===== config.mk =====
export PLATFORM = sky130hd
export DESIGN_NAME = telnet_iac_stripper_core_flat
export DESIGN_NICKNAME = d
export VERILOG_FILES = /design/src/sv/tis_pkg.sv /design/src/sv/tis_in_if.sv /design/src/sv/tis_out_if.sv /design/src/sv/tis_filter.sv /design/src/sv/tis_out_buf.sv /design/src/sv/telnet_iac_stripper_core.sv /design/src/flat_wrapper.sv
export SDC_FILE = /design/constraint.sdc
export NUM_CORES = 1
export LEC_CHECK = 0
export BUFFER_PORTS_ARGS = -buffer_cell sky130_fd_sc_hd__buf_2
export CORE_MARGIN = 2
export CORE_UTILIZATION = 55
export CTS_BUF_LIST = sky130_fd_sc_hd__clkbuf_4 sky130_fd_sc_hd__clkbuf_8
export DETAILED_ROUTE_END_ITERATION = 10
export PLACE_DENSITY = 0.87
export SLEW_MARGIN = 20
export SYNTH_ARGS = -nofsm -noshare
export SYNTH_HDL_FRONTEND = slang
export SYNTH_HIERARCHICAL = 1
export SYNTH_SLANG_ARGS = --single-unit

===== constraint.sdc =====
create_clock -name clk -period 4.1 [get_ports clk]
set_input_delay 0 -clock clk [delete_from_list [all_inputs] [get_ports clk]]
set_output_delay 0 -clock clk [all_outputs]
set_load 0.01 [all_outputs]

===== src/sv/tis_pkg.sv =====
package tis_pkg;

    localparam int unsigned BYTE_W = 8;
    localparam int unsigned WIN_W  = 16;
    localparam int unsigned POS_W  = 4;

    localparam logic [BYTE_W-1:0] BYTE_CR  = 8'h0D;
    localparam logic [BYTE_W-1:0] BYTE_LF  = 8'h0A;
    localparam logic [BYTE_W-1:0] BYTE_NUL = 8'h00;
    localparam logic [BYTE_W-1:0] BYTE_IAC = 8'hFF;
    localparam logic [BYTE_W-1:0] BYTE_SB  = 8'hFA;
    localparam logic [BYTE_W-1:0] OPT_NAWS = 8'h1F;

    // Positions inside a command; idle means outside any command.
    localparam logic [POS_W-1:0] POS_IDLE    = 4'd0;
    localparam logic [POS_W-1:0] POS_CMD     = 4'd1;
    localparam logic [POS_W-1:0] POS_OPT     = 4'd2;
    localparam logic [POS_W-1:0] POS_COLS_HI = 4'd3;
    localparam logic [POS_W-1:0] POS_COLS_LO = 4'd4;
    localparam logic [POS_W-1:0] POS_ROWS_HI = 4'd5;
    localparam logic [POS_W-1:0] POS_ROWS_LO = 4'd6;
    localparam logic [POS_W-1:0] POS_LAST    = 4'd8;

    typedef struct packed {
        logic [BYTE_W-1:0] out_byte;
        logic              out_valid;
        logic              size_update;
        logic [WIN_W-1:0]  win_cols;
        logic [WIN_W-1:0]  win_rows;
    } tis_result_t;

endpackage


===== src/sv/tis_in_if.sv =====
interface tis_in_if;
    import tis_pkg::*;

    logic              valid;
    logic              ready;
    logic [BYTE_W-1:0] in_byte;

    modport source (output valid, output in_byte, input ready);
    modport sink (input valid, input in_byte, output ready);
endinterface


===== src/sv/tis_out_if.sv =====
interface tis_out_if;
    import tis_pkg::*;

    logic              valid;
    logic              ready;
    logic [BYTE_W-1:0] out_byte;
    logic              out_valid;
    logic              size_update;
    logic [WIN_W-1:0]  win_cols;
    logic [WIN_W-1:0]  win_rows;

    modport source (
        output valid, output out_byte, output out_valid, output size_update,
        output win_cols, output win_rows, input ready
    );
    modport sink (
        input valid, input out_byte, input out_valid, input size_update,
        input win_cols, input win_rows, output ready
    );
endinterface


===== src/sv/tis_filter.sv =====
module tis_filter (
    input  logic                          clk,
    input  logic                          rst_n,
    input  logic                          accept,
    input  logic [tis_pkg::BYTE_W-1:0]    in_byte,
    output tis_pkg::tis_result_t          res
);
    import tis_pkg::*;

    logic [POS_W-1:0]  seq_pos_reg, seq_pos_next;
    logic              cmd_was_sb_reg, cmd_was_sb_next;
    logic              prev_cr_reg, prev_cr_next;
    logic [WIN_W-1:0]  cols_latch_reg, cols_latch_next;
    logic [BYTE_W-1:0] rows_high_reg, rows_high_next;
    logic [BYTE_W-1:0] rows_low_reg, rows_low_next;
    logic [POS_W-1:0]  pos;

    always_comb
    begin
        pos             = (seq_pos_reg > POS_LAST) ? POS_IDLE : seq_pos_reg;
        seq_pos_next    = pos;
        cmd_was_sb_next = cmd_was_sb_reg;
        prev_cr_next    = prev_cr_reg;
        cols_latch_next = cols_latch_reg;
        rows_high_next  = rows_high_reg;
        rows_low_next   = rows_low_reg;
        res             = '0;

        case (pos)
            POS_IDLE:
            begin
                if (in_byte == BYTE_IAC)
                begin
                    seq_pos_next = POS_CMD;
                    prev_cr_next = 1'b0;
                end
                else if (prev_cr_reg && (in_byte == BYTE_LF || in_byte == BYTE_NUL))
                begin
                    prev_cr_next = 1'b0;
                end
                else
                begin
                    res.out_byte  = in_byte;
                    res.out_valid = 1'b1;
                    prev_cr_next  = (in_byte == BYTE_CR);
                end
            end
            POS_CMD:
            begin
                cmd_was_sb_next = (in_byte == BYTE_SB);
                seq_pos_next    = POS_OPT;
            end
            POS_OPT:
            begin
                if (cmd_was_sb_reg && in_byte == OPT_NAWS)
                begin
                    seq_pos_next = POS_COLS_HI;
                end
                else
                begin
                    cmd_was_sb_next = 1'b0;
                    seq_pos_next    = POS_IDLE;
                end
            end
            POS_COLS_HI:
            begin
                cols_latch_next = {in_byte, cols_latch_reg[BYTE_W-1:0]};
                seq_pos_next    = pos + 4'd1;
            end
            POS_COLS_LO:
            begin
                cols_latch_next = {cols_latch_reg[WIN_W-1:BYTE_W], in_byte};
                seq_pos_next    = pos + 4'd1;
            end
            POS_ROWS_HI:
            begin
                rows_high_next = in_byte;
                seq_pos_next   = pos + 4'd1;
            end
            POS_ROWS_LO:
            begin
                rows_low_next = in_byte;
                seq_pos_next  = pos + 4'd1;
            end
            POS_LAST:
            begin
                res.size_update = 1'b1;
                res.win_cols    = cols_latch_reg;
                res.win_rows    = {rows_high_reg, rows_low_reg};
                cmd_was_sb_next = 1'b0;
                seq_pos_next    = POS_IDLE;
            end
            default:
            begin
                seq_pos_next = pos + 4'd1;
            end
        endcase
    end

    always_ff @(posedge clk or negedge rst_n)
    begin
        if (!rst_n)
        begin
            seq_pos_reg    <= POS_IDLE;
            cmd_was_sb_reg <= 1'b0;
            prev_cr_reg    <= 1'b0;
            cols_latch_reg <= '0;
            rows_high_reg  <= '0;
            rows_low_reg   <= '0;
        end
        else if (accept)
        begin
            seq_pos_reg    <= seq_pos_next;
            cmd_was_sb_reg <= cmd_was_sb_next;
            prev_cr_reg    <= prev_cr_next;
            cols_latch_reg <= cols_latch_next;
            rows_high_reg  <= rows_high_next;
            rows_low_reg   <= rows_low_next;
        end
    end

    a_pos_in_range: assert property (@(posedge clk) disable iff (!rst_n)
        seq_pos_reg <= POS_LAST)
        else $error("command position out of range");

    a_iac_opens_cmd: assert property (@(posedge clk) disable iff (!rst_n)
        accept && seq_pos_reg == POS_IDLE && in_byte == BYTE_IAC |=> seq_pos_reg == POS_CMD)
        else $error("IAC did not open a command");

    a_cmd_clears_cr: assert property (@(posedge clk) disable iff (!rst_n)
        seq_pos_reg != POS_IDLE |-> !prev_cr_reg)
        else $error("carriage return flag held inside a command");

endmodule


===== src/sv/tis_out_buf.sv =====
module tis_out_buf (
    input  logic                 clk,
    input  logic                 rst_n,
    input  logic                 push,
    input  tis_pkg::tis_result_t res,
    output logic                 ready,
    tis_out_if.source            tx
);
    import tis_pkg::*;

    tis_result_t main_reg, main_next;
    tis_result_t skid_reg, skid_next;
    logic        main_vld_reg, main_vld_next;
    logic        skid_vld_reg, skid_vld_next;
    logic        pop;

    assign pop   = main_vld_reg && tx.ready;
    assign ready = !skid_vld_reg;

    always_comb
    begin
        main_next     = main_reg;
        skid_next     = skid_reg;
        main_vld_next = main_vld_reg;
        skid_vld_next = skid_vld_reg;
        if (skid_vld_reg)
        begin
            if (pop || !main_vld_reg)
            begin
                main_next     = skid_reg;
                main_vld_next = 1'b1;
                skid_vld_next = 1'b0;
            end
        end
        else if (push)
        begin
            if (pop || !main_vld_reg)
            begin
                main_next     = res;
                main_vld_next = 1'b1;
            end
            else
            begin
                skid_next     = res;
                skid_vld_next = 1'b1;
            end
        end
        else if (pop)
        begin
            main_vld_next = 1'b0;
        end
    end

    always_ff @(posedge clk or negedge rst_n)
    begin
        if (!rst_n)
        begin
            main_vld_reg <= 1'b0;
            skid_vld_reg <= 1'b0;
        end
        else
        begin
            main_vld_reg <= main_vld_next;
            skid_vld_reg <= skid_vld_next;
        end
    end

    always_ff @(posedge clk)
    begin
        main_reg <= main_next;
        skid_reg <= skid_next;
    end

    assign tx.valid       = main_vld_reg;
    assign tx.out_byte    = main_reg.out_byte;
    assign tx.out_valid   = main_reg.out_valid;
    assign tx.size_update = main_reg.size_update;
    assign tx.win_cols    = main_reg.win_cols;
    assign tx.win_rows    = main_reg.win_rows;

    a_skid_behind_main: assert property (@(posedge clk) disable iff (!rst_n)
        skid_vld_reg |-> main_vld_reg)
        else $error("skid stage holds a beat ahead of the output stage");

    a_skid_holds: assert property (@(posedge clk) disable iff (!rst_n)
        skid_vld_reg && !pop |=> skid_vld_reg && $stable(skid_reg))
        else $error("skid beat lost while the output stalled");

endmodule


===== src/sv/telnet_iac_stripper_core.sv =====
// Channel  Direction  Beat contents
// rx       sink       in_byte
// tx       source     out_byte, out_valid, size_update, win_cols, win_rows
//
// One beat is accepted per clock while rx.ready is high; every accepted beat yields exactly one tx beat.
// The command decoder updates its state in the accepting cycle and the result is
// registered in the output buffer's main entry, or in its skid entry while tx stalls.
// A two-entry output buffer lets rx take a new beat while a result waits; rx.ready
// drops only when both entries are full.
// Reset is asynchronous and active low and returns the decoder to outside any command.
module telnet_iac_stripper_core (
    input  logic      clk,
    input  logic      rst_n,
    tis_in_if.sink    rx,
    tis_out_if.source tx
);
    import tis_pkg::*;

    tis_result_t res;
    logic        buf_ready;
    logic        accept;

    assign rx.ready = buf_ready;
    assign accept   = rx.valid && buf_ready;

    tis_filter u_filter (
        .clk     (clk),
        .rst_n   (rst_n),
        .accept  (accept),
        .in_byte (rx.in_byte),
        .res     (res)
    );

    tis_out_buf u_out_buf (
        .clk   (clk),
        .rst_n (rst_n),
        .push  (accept),
        .res   (res),
        .ready (buf_ready),
        .tx    (tx)
    );

endmodule

===== src/flat_wrapper.sv =====
// flat-port wrapper written by rule: the top's interface ports become plain ports
module telnet_iac_stripper_core_flat import tis_pkg::*;
  (clk, rst_n, rx_valid, rx_in_byte, rx_ready, tx_valid, tx_out_byte, tx_out_valid, tx_size_update, tx_win_cols, tx_win_rows, tx_ready);
  tis_in_if rx_i ();
  tis_out_if tx_i ();
  input  logic clk;
  input  logic rst_n;
  input wire logic [$bits(rx_i.valid)-1:0] rx_valid;
  input wire logic [$bits(rx_i.in_byte)-1:0] rx_in_byte;
  output wire logic [$bits(rx_i.ready)-1:0] rx_ready;
  output wire logic [$bits(tx_i.valid)-1:0] tx_valid;
  output wire logic [$bits(tx_i.out_byte)-1:0] tx_out_byte;
  output wire logic [$bits(tx_i.out_valid)-1:0] tx_out_valid;
  output wire logic [$bits(tx_i.size_update)-1:0] tx_size_update;
  output wire logic [$bits(tx_i.win_cols)-1:0] tx_win_cols;
  output wire logic [$bits(tx_i.win_rows)-1:0] tx_win_rows;
  input wire logic [$bits(tx_i.ready)-1:0] tx_ready;
  assign rx_i.valid = rx_valid;
  assign rx_i.in_byte = rx_in_byte;
  assign rx_ready = rx_i.ready;
  assign tx_valid = tx_i.valid;
  assign tx_out_byte = tx_i.out_byte;
  assign tx_out_valid = tx_i.out_valid;
  assign tx_size_update = tx_i.size_update;
  assign tx_win_cols = tx_i.win_cols;
  assign tx_win_rows = tx_i.win_rows;
  assign tx_i.ready = tx_ready;
  telnet_iac_stripper_core u_core (.clk(clk), .rst_n(rst_n), .rx(rx_i), .tx(tx_i));
endmodule

Word-level counts from Yosys, hierarchy flattened

Index checks and enable logic that the tools add are counted.

Register bits: 124
Input bits: 12
Word-level logic and storage cells: 83

Add/subtract/negate cells: 1
$lt $le $gt $ge: 1
Eq/ne operators: 13
Muxes and demuxes: 24
Bitwise gates (word level): 4
Reduce and logical (&&, ||, !) cells: 21

Operator list:

| operator                                              | number |
|---|---|
| two-way mux 42 bit                                    | 4 |
| two-way mux 33 bit                                    | 1 |
| case mux 16 bit (2 select lines)                      | 1 |
| two-way mux 9 bit                                     | 3 |
| equality test 8 x 4 -> 1 bit (second input constant)  | 2 |
| equality test 8 bit (second input constant)           | 2 |
| case mux 4 bit (4 select lines)                       | 1 |
| equality test 4 x 3 -> 1 bit (second input constant)  | 3 |
| AND reduction 3 bit                                   | 4 |
| two-way mux 1 bit                                     | 10 |
| equality test 4 x 2 -> 1 bit (second input constant)  | 2 |
| equality test 8 x 5 -> 1 bit (second input constant)  | 1 |
| logical NOT 8 bit                                     | 1 |
| two-way mux 4 bit                                     | 2 |
| AND reduction 2 bit                                   | 4 |
| nonzero test 3 bit                                    | 2 |
| adder 4 x 1 -> 4 bit (second input constant)          | 1 |
| equality test 4 x 1 -> 1 bit (second input constant)  | 1 |
| equality test 4 bit (second input constant)           | 1 |
| greater-than comparator 4 bit (second input constant) | 1 |
| logical AND 1 bit                                     | 4 |
| logical NOT 4 bit                                     | 1 |
| inverter 1 bit                                        | 4 |
| case mux 1 bit (3 select lines)                       | 1 |
| other kinds (5)                                       | 7 |

Longest topological paths before layout

Depth in word-level cells: 9
Mapped depth: 11

Cells and area by module

The synthesis kept the hierarchy.

Modules (own cells, without submodules):

| module                   | times used | cells an instance | area each (um^2) |
|---|---|---|---|
| tis_out_buf              | 1          | 140               | 3299.4 |
| tis_filter               | 1          | 194               | 2127.0 |
| telnet_iac_stripper_core | 1          | 1                 | 6.3 |

Least setup slack after synthesis

OpenSTA, ideal clock, no wires.

Path kind: flip-flop to flip-flop
From: register u_core.u_out_buf.skid_vld_reg
To: register u_core/u_out_buf/skid_reg[0] (netlist name), enable pin
Library setup time: 0.502 ns
Arrival time: 4.088 ns
Required time: 3.598 ns
Path slack: -0.491 ns
Cell stages (with the launch flop): 6
Path buffers: 2
Period minus slack after synthesis: 4.591 ns
Cells stage by stage: dfrtp_1 > buf_6 > buf_6 > inv_1 > and2_1 > nor3b_1

Cells in the longest elaborated chain, start to end: 3
Elaborated cells between the ends (all ways): 4

RTL lines:

| what                          | RTL line                       | text |
|---|---|---|
| start, declared               | tis_out_buf.sv:14              | `logic skid_vld_reg, skid_vld_next;` |
| start signal, assigned        | tis_out_buf.sv:64              | `skid_vld_reg <= skid_vld_next;` |
| logical NOT 1 bit             | tis_out_buf.sv:18              | `assign ready = !skid_vld_reg;` |
| named net rx_ready            | flat_wrapper.sv:10             | `output wire logic [$bits(rx_i.ready)-1:0] rx_ready;` |
| logical AND 1 bit             | telnet_iac_stripper_core.sv:24 | `assign accept = rx.valid && buf_ready;` |
| named net u_core.accept       | telnet_iac_stripper_core.sv:21 | `logic accept;` |
| AND reduction 3 bit (no line) | -                              |  |
| end signal, assigned          | tis_out_buf.sv:71              | `skid_reg <= skid_next;` |
| end, declared                 | tis_out_buf.sv:12              | `tis_result_t skid_reg, skid_next;` |

The timed path passes the listed nets, and every way through them passes these cells.
A chain may end at the register's enable or synchronous reset.

Worst setup path after layout

From: register u_core.u_out_buf.skid_vld_reg
To: register u_core/u_out_buf/skid_reg[21] (netlist name), enable pin

Cells in the longest elaborated chain, start to end: 3
Elaborated cells between the ends (all ways): 4

RTL lines:

| what                          | RTL line |
|---|---|
| logical NOT 1 bit             | tis_out_buf.sv:18 |
| logical AND 1 bit             | telnet_iac_stripper_core.sv:24 |
| named net u_core.accept       | telnet_iac_stripper_core.sv:21 |
| AND reduction 3 bit (no line) | - |

The timed path passes the listed nets, and every way through them passes these cells.

==> out/qor.log <==
qor: outcome.outcome finished clean
qor: synthesis.synth_top_cell_by_area sky130_fd_sc_hd__edfxtp_1
qor: synthesis.ys_types 46
qor: clocking.tritoncts.num_buffers 17
qor: drt.post_drt_wl_per_cell 17.45 um
qor: synthesis.async_flop_share 0.3226
qor: global_route.grt_pass1_vias 2886
qor: global_route.wire_length_of_the_first_global_routing_pass 14860 um
qor: synthesis.post_synth.cell_area_avg 16.22 um2
qor: sta.fin_crit 2.594 ns
qor: drt.detail-route-antenna-nets 0
qor: final_layout.area.growth.synth_to_final 14.26%
qor: global_route.grt_util_all_layers 0.1938
qor: drt.drt-initial-drc-count 156
qor: drt.drc_errors 0
qor: worst_setup_path.crit_type register to register
qor: drt.detail_route.vias_per_cell 5.285
qor: pwr.ir_drop 0.0002471 V
qor: floorplanning.io_pins 56
qor: sta.setup_total_negative_slack 0 ns
qor: worst_setup_path.startpoint_type register
qor: floorplanning.die-height 103.4 um
qor: place.gp_congestion 0.8590
qor: synthesis.netlist_instances 335
qor: final_layout.fillers 682
qor: sta.worst_clock_skew 0.01357 ns
qor: sta.final_hold_viol_count 0
qor: synthesis.mappedNetlistNets 350
qor: worst_setup_path.path_max_fanout 31
qor: sta.timing.final.max_slew_violations 0
qor: drt.dr_total_vias 2907
qor: global_route.antenna_violations_before_repair 0
qor: clocking.cts_tree built
qor: clocking.cts-root-to-sink-buffers 2
qor: synthesis.number_of_enable_type_register_cells_in_the_synthesized_netlist 84
qor: pwr.cellPowerDensity 571.1 nW/um2
qor: final_layout.largest_register_ff_count 42
qor: sta.maxClockFrequency 385.5 MHz
qor: synthesis.synth_top_cell_area_share 0.4643
qor: final_layout.drive_above_1_share 0.4221
qor: worst_setup_path.required 4.18 ns
qor: flow_run.maxCapViolations 0
qor: pwr.power.leakage 2.544 nW
qor: drt.detail_route.first_pass.iterations 4
qor: clocking.htree_levels 4
qor: final_layout.nNetsFinal 419
qor: floorplanning.fp.dieW 103.4 um
qor: worst_setup_path.crit_path_end_kind register
qor: synthesis.synth-seq-cells 124
qor: final_layout.final_core_util 0.6410
qor: clocking.clk_pin_slew_worst_paths 0.07 ns
qor: worst_hold_path.hold_path.class primary input to register
qor: final_layout.insertedDiodeCount 0
qor: worst_setup_path.critical_path_arrival 2.68 ns
qor: synthesis.synth.top_cells.by_area sky130_fd_sc_hd__edfxtp_1, sky130_fd_sc_hd__dfrtp_1, sky130_fd_sc_hd__mux2_4
qor: synthesis.yosysMostFrequentCell sky130_fd_sc_hd__edfxtp_1
qor: place.number_of_port_buffers 55
qor: synthesis.synth_ff_type sky130_fd_sc_hd__edfxtp_1
qor: sta.worst_slew_margin_rel 0.3143
qor: synthesis.ys_warn_count 6
qor: floorplanning.floorplan.initialDensity 0.5610
qor: global_route.grt_remaining_overflow 0
qor: place.hpwlAfterDp 6032 um
qor: sta.finalSetupViolations 0
qor: drt.routed_wl 9600 um
qor: sta.tightestPinTransition 1.028 ns
qor: sta.unrepaired_setup_endpoints_after_global_routing no
qor: sta.final.period_utilization 0.6327
qor: floorplanning.floorplan.core_area 9684 um2
qor: clocking.clock_sink_count 124
qor: floorplanning.placement_rows 36
qor: clocking.clk_root_buf sky130_fd_sc_hd__clkbuf_8
qor: floorplanning.die_area 10690 um2
qor: synthesis.post_synth_instance_area 5433 um2
qor: clocking.clk-insertion-delay-late 0.43 ns
qor: global_route.grt_start_max_net_pins 43
qor: synthesis.synth.yosys.seq_area_share 0.6485
qor: synthesis.synthTopCellsByCount sky130_fd_sc_hd__edfxtp_1, sky130_fd_sc_hd__and2_1, sky130_fd_sc_hd__dfrtp_1
==> power breakdown <==
part           internal (W)  switching [W]
clock network      0.000582       0.000439
logic              0.000375       0.000405
registers           0.00162       0.000125
total               0.00258       0.000969
==> critical path: stages (launching register included) <==
cell and delay (ns):
sky130_fd_sc_hd__dfrtp_2 0.57, sky130_fd_sc_hd__inv_1 0.13, sky130_fd_sc_hd__and2_1 0.42, sky130_fd_sc_hd__nor3b_4 0.63, sky130_fd_sc_hd__buf_4 0.49
==> metal layers <==
layer	GRT usage	vias up	routed length, um
met5	0	-	0
met4	0.1043	0	246
li1	-	1362	-
met1	0.2366	1442	4045
met3	0.06250	16	502
met2	0.3077	87	4805
==> metrics by stage <==
step                power [W]  worst slack, ns  instances  cell area, um2  hold WS [ns]
floorplan            0.002357            1.017        335            5438       -0.2956
global placement     0.002483            1.645        509            5734        0.1668
detailed placement   0.002530            1.539        509            5734        0.1828
CTS                  0.003567            1.529        550            6207       0.01126
global route         0.003721            1.327        550            6207       0.01627
finish               0.003545            1.506        550            6207       0.05697
==> area by class of cell <==
class                   count  area (um2)  share of cell area
flip-flops and latches    124        3525              0.5678
multi-input cells         189        1727              0.2782
repair buffers             67       387.9             0.06249
clock buffers              23       285.3             0.04596
well taps                 133       166.4             0.02681
clock inverters             9       97.59             0.01572
inverters                   5       18.77            0.003024
==> worst paths after layout <==
| check | cells past startpoint | endpoint | startpoint | slack, ns |
|---|---|---|---|---|
| setup / recovery | 4 | u_core/u_out_buf/skid_reg[21]$_DFFE_PP_ | u_core/u_out_buf/skid_vld_reg$_DFF_PN0_ | 1.51 |
| hold / removal | 3 | u_core/u_out_buf/tx.valid$_DFFE_PN0P_ | tx_ready | 0.06 |
| setup reg to reg | 4 | u_core/u_out_buf/skid_reg[21]$_DFFE_PP_ | u_core/u_out_buf/skid_vld_reg$_DFF_PN0_ | 1.51 |
| hold reg to reg | 2 | u_core/u_filter/cols_latch_reg[8]$_DFFE_PN0P_ | u_core/u_filter/cols_latch_reg[8]$_DFFE_PN0P_ | 0.47 |
| max in group asynchronous | 2 | u_core/u_out_buf/skid_vld_reg$_DFF_PN0_ | rst_n | 3.21 |
| min in group asynchronous | 2 | u_core/u_filter/cols_latch_reg[11]$_DFFE_PN0P_ | rst_n | 0.25 |
==> cell families after synthesis <==
kind of cell	Yosys count	share of synthesized area
buffers and inverters	22	0.03593
flip-flops	124	0.6485
multiplexers	68	0.1665
AND/OR/NAND/NOR	94	0.1069
XOR/XNOR	1	0.001612
adder cells (fa/ha/maj)	3	0.006910
AO/OA/AOI/OAI	23	0.03363
==> cells in the final DEF (no fill, tap or decap), types with 2 or more instances in the layout <==
cell	instances
sky130_fd_sc_hd__edfxtp_1	84
sky130_fd_sc_hd__buf_2	55
sky130_fd_sc_hd__and2_1	40
sky130_fd_sc_hd__dfrtp_1	39
sky130_fd_sc_hd__mux2_4	37
sky130_fd_sc_hd__mux2_2	31
sky130_fd_sc_hd__clkbuf_8	18
sky130_fd_sc_hd__nand2_1	18
sky130_fd_sc_hd__dlygate4sd3_1	9
sky130_fd_sc_hd__o21ai_0	9
sky130_fd_sc_hd__nor2_1	7
sky130_fd_sc_hd__clkbuf_4	5
sky130_fd_sc_hd__inv_1	5
sky130_fd_sc_hd__nand3_1	4
sky130_fd_sc_hd__clkinv_2	3
sky130_fd_sc_hd__buf_4	3
sky130_fd_sc_hd__nand4_1	3
sky130_fd_sc_hd__nand3_2	3
sky130_fd_sc_hd__ha_1	3
sky130_fd_sc_hd__clkinvlp_4	2
sky130_fd_sc_hd__clkinv_1	2
sky130_fd_sc_hd__bufinv_16	2
sky130_fd_sc_hd__nor2b_1	2
sky130_fd_sc_hd__o2bb2ai_1	2
sky130_fd_sc_hd__a21oi_2	2
sky130_fd_sc_hd__a211oi_2	2
sky130_fd_sc_hd__or3_1	2
sky130_fd_sc_hd__o211ai_1	2
sky130_fd_sc_hd__a221oi_2	2
==> repair_timing <==
action	CTS	global route
resized for setup	0	0
endpoints found under the hold margin	65	0
hold buffers	9	0
buffers inserted	0	0
Power figures use the tool's default switching activity.
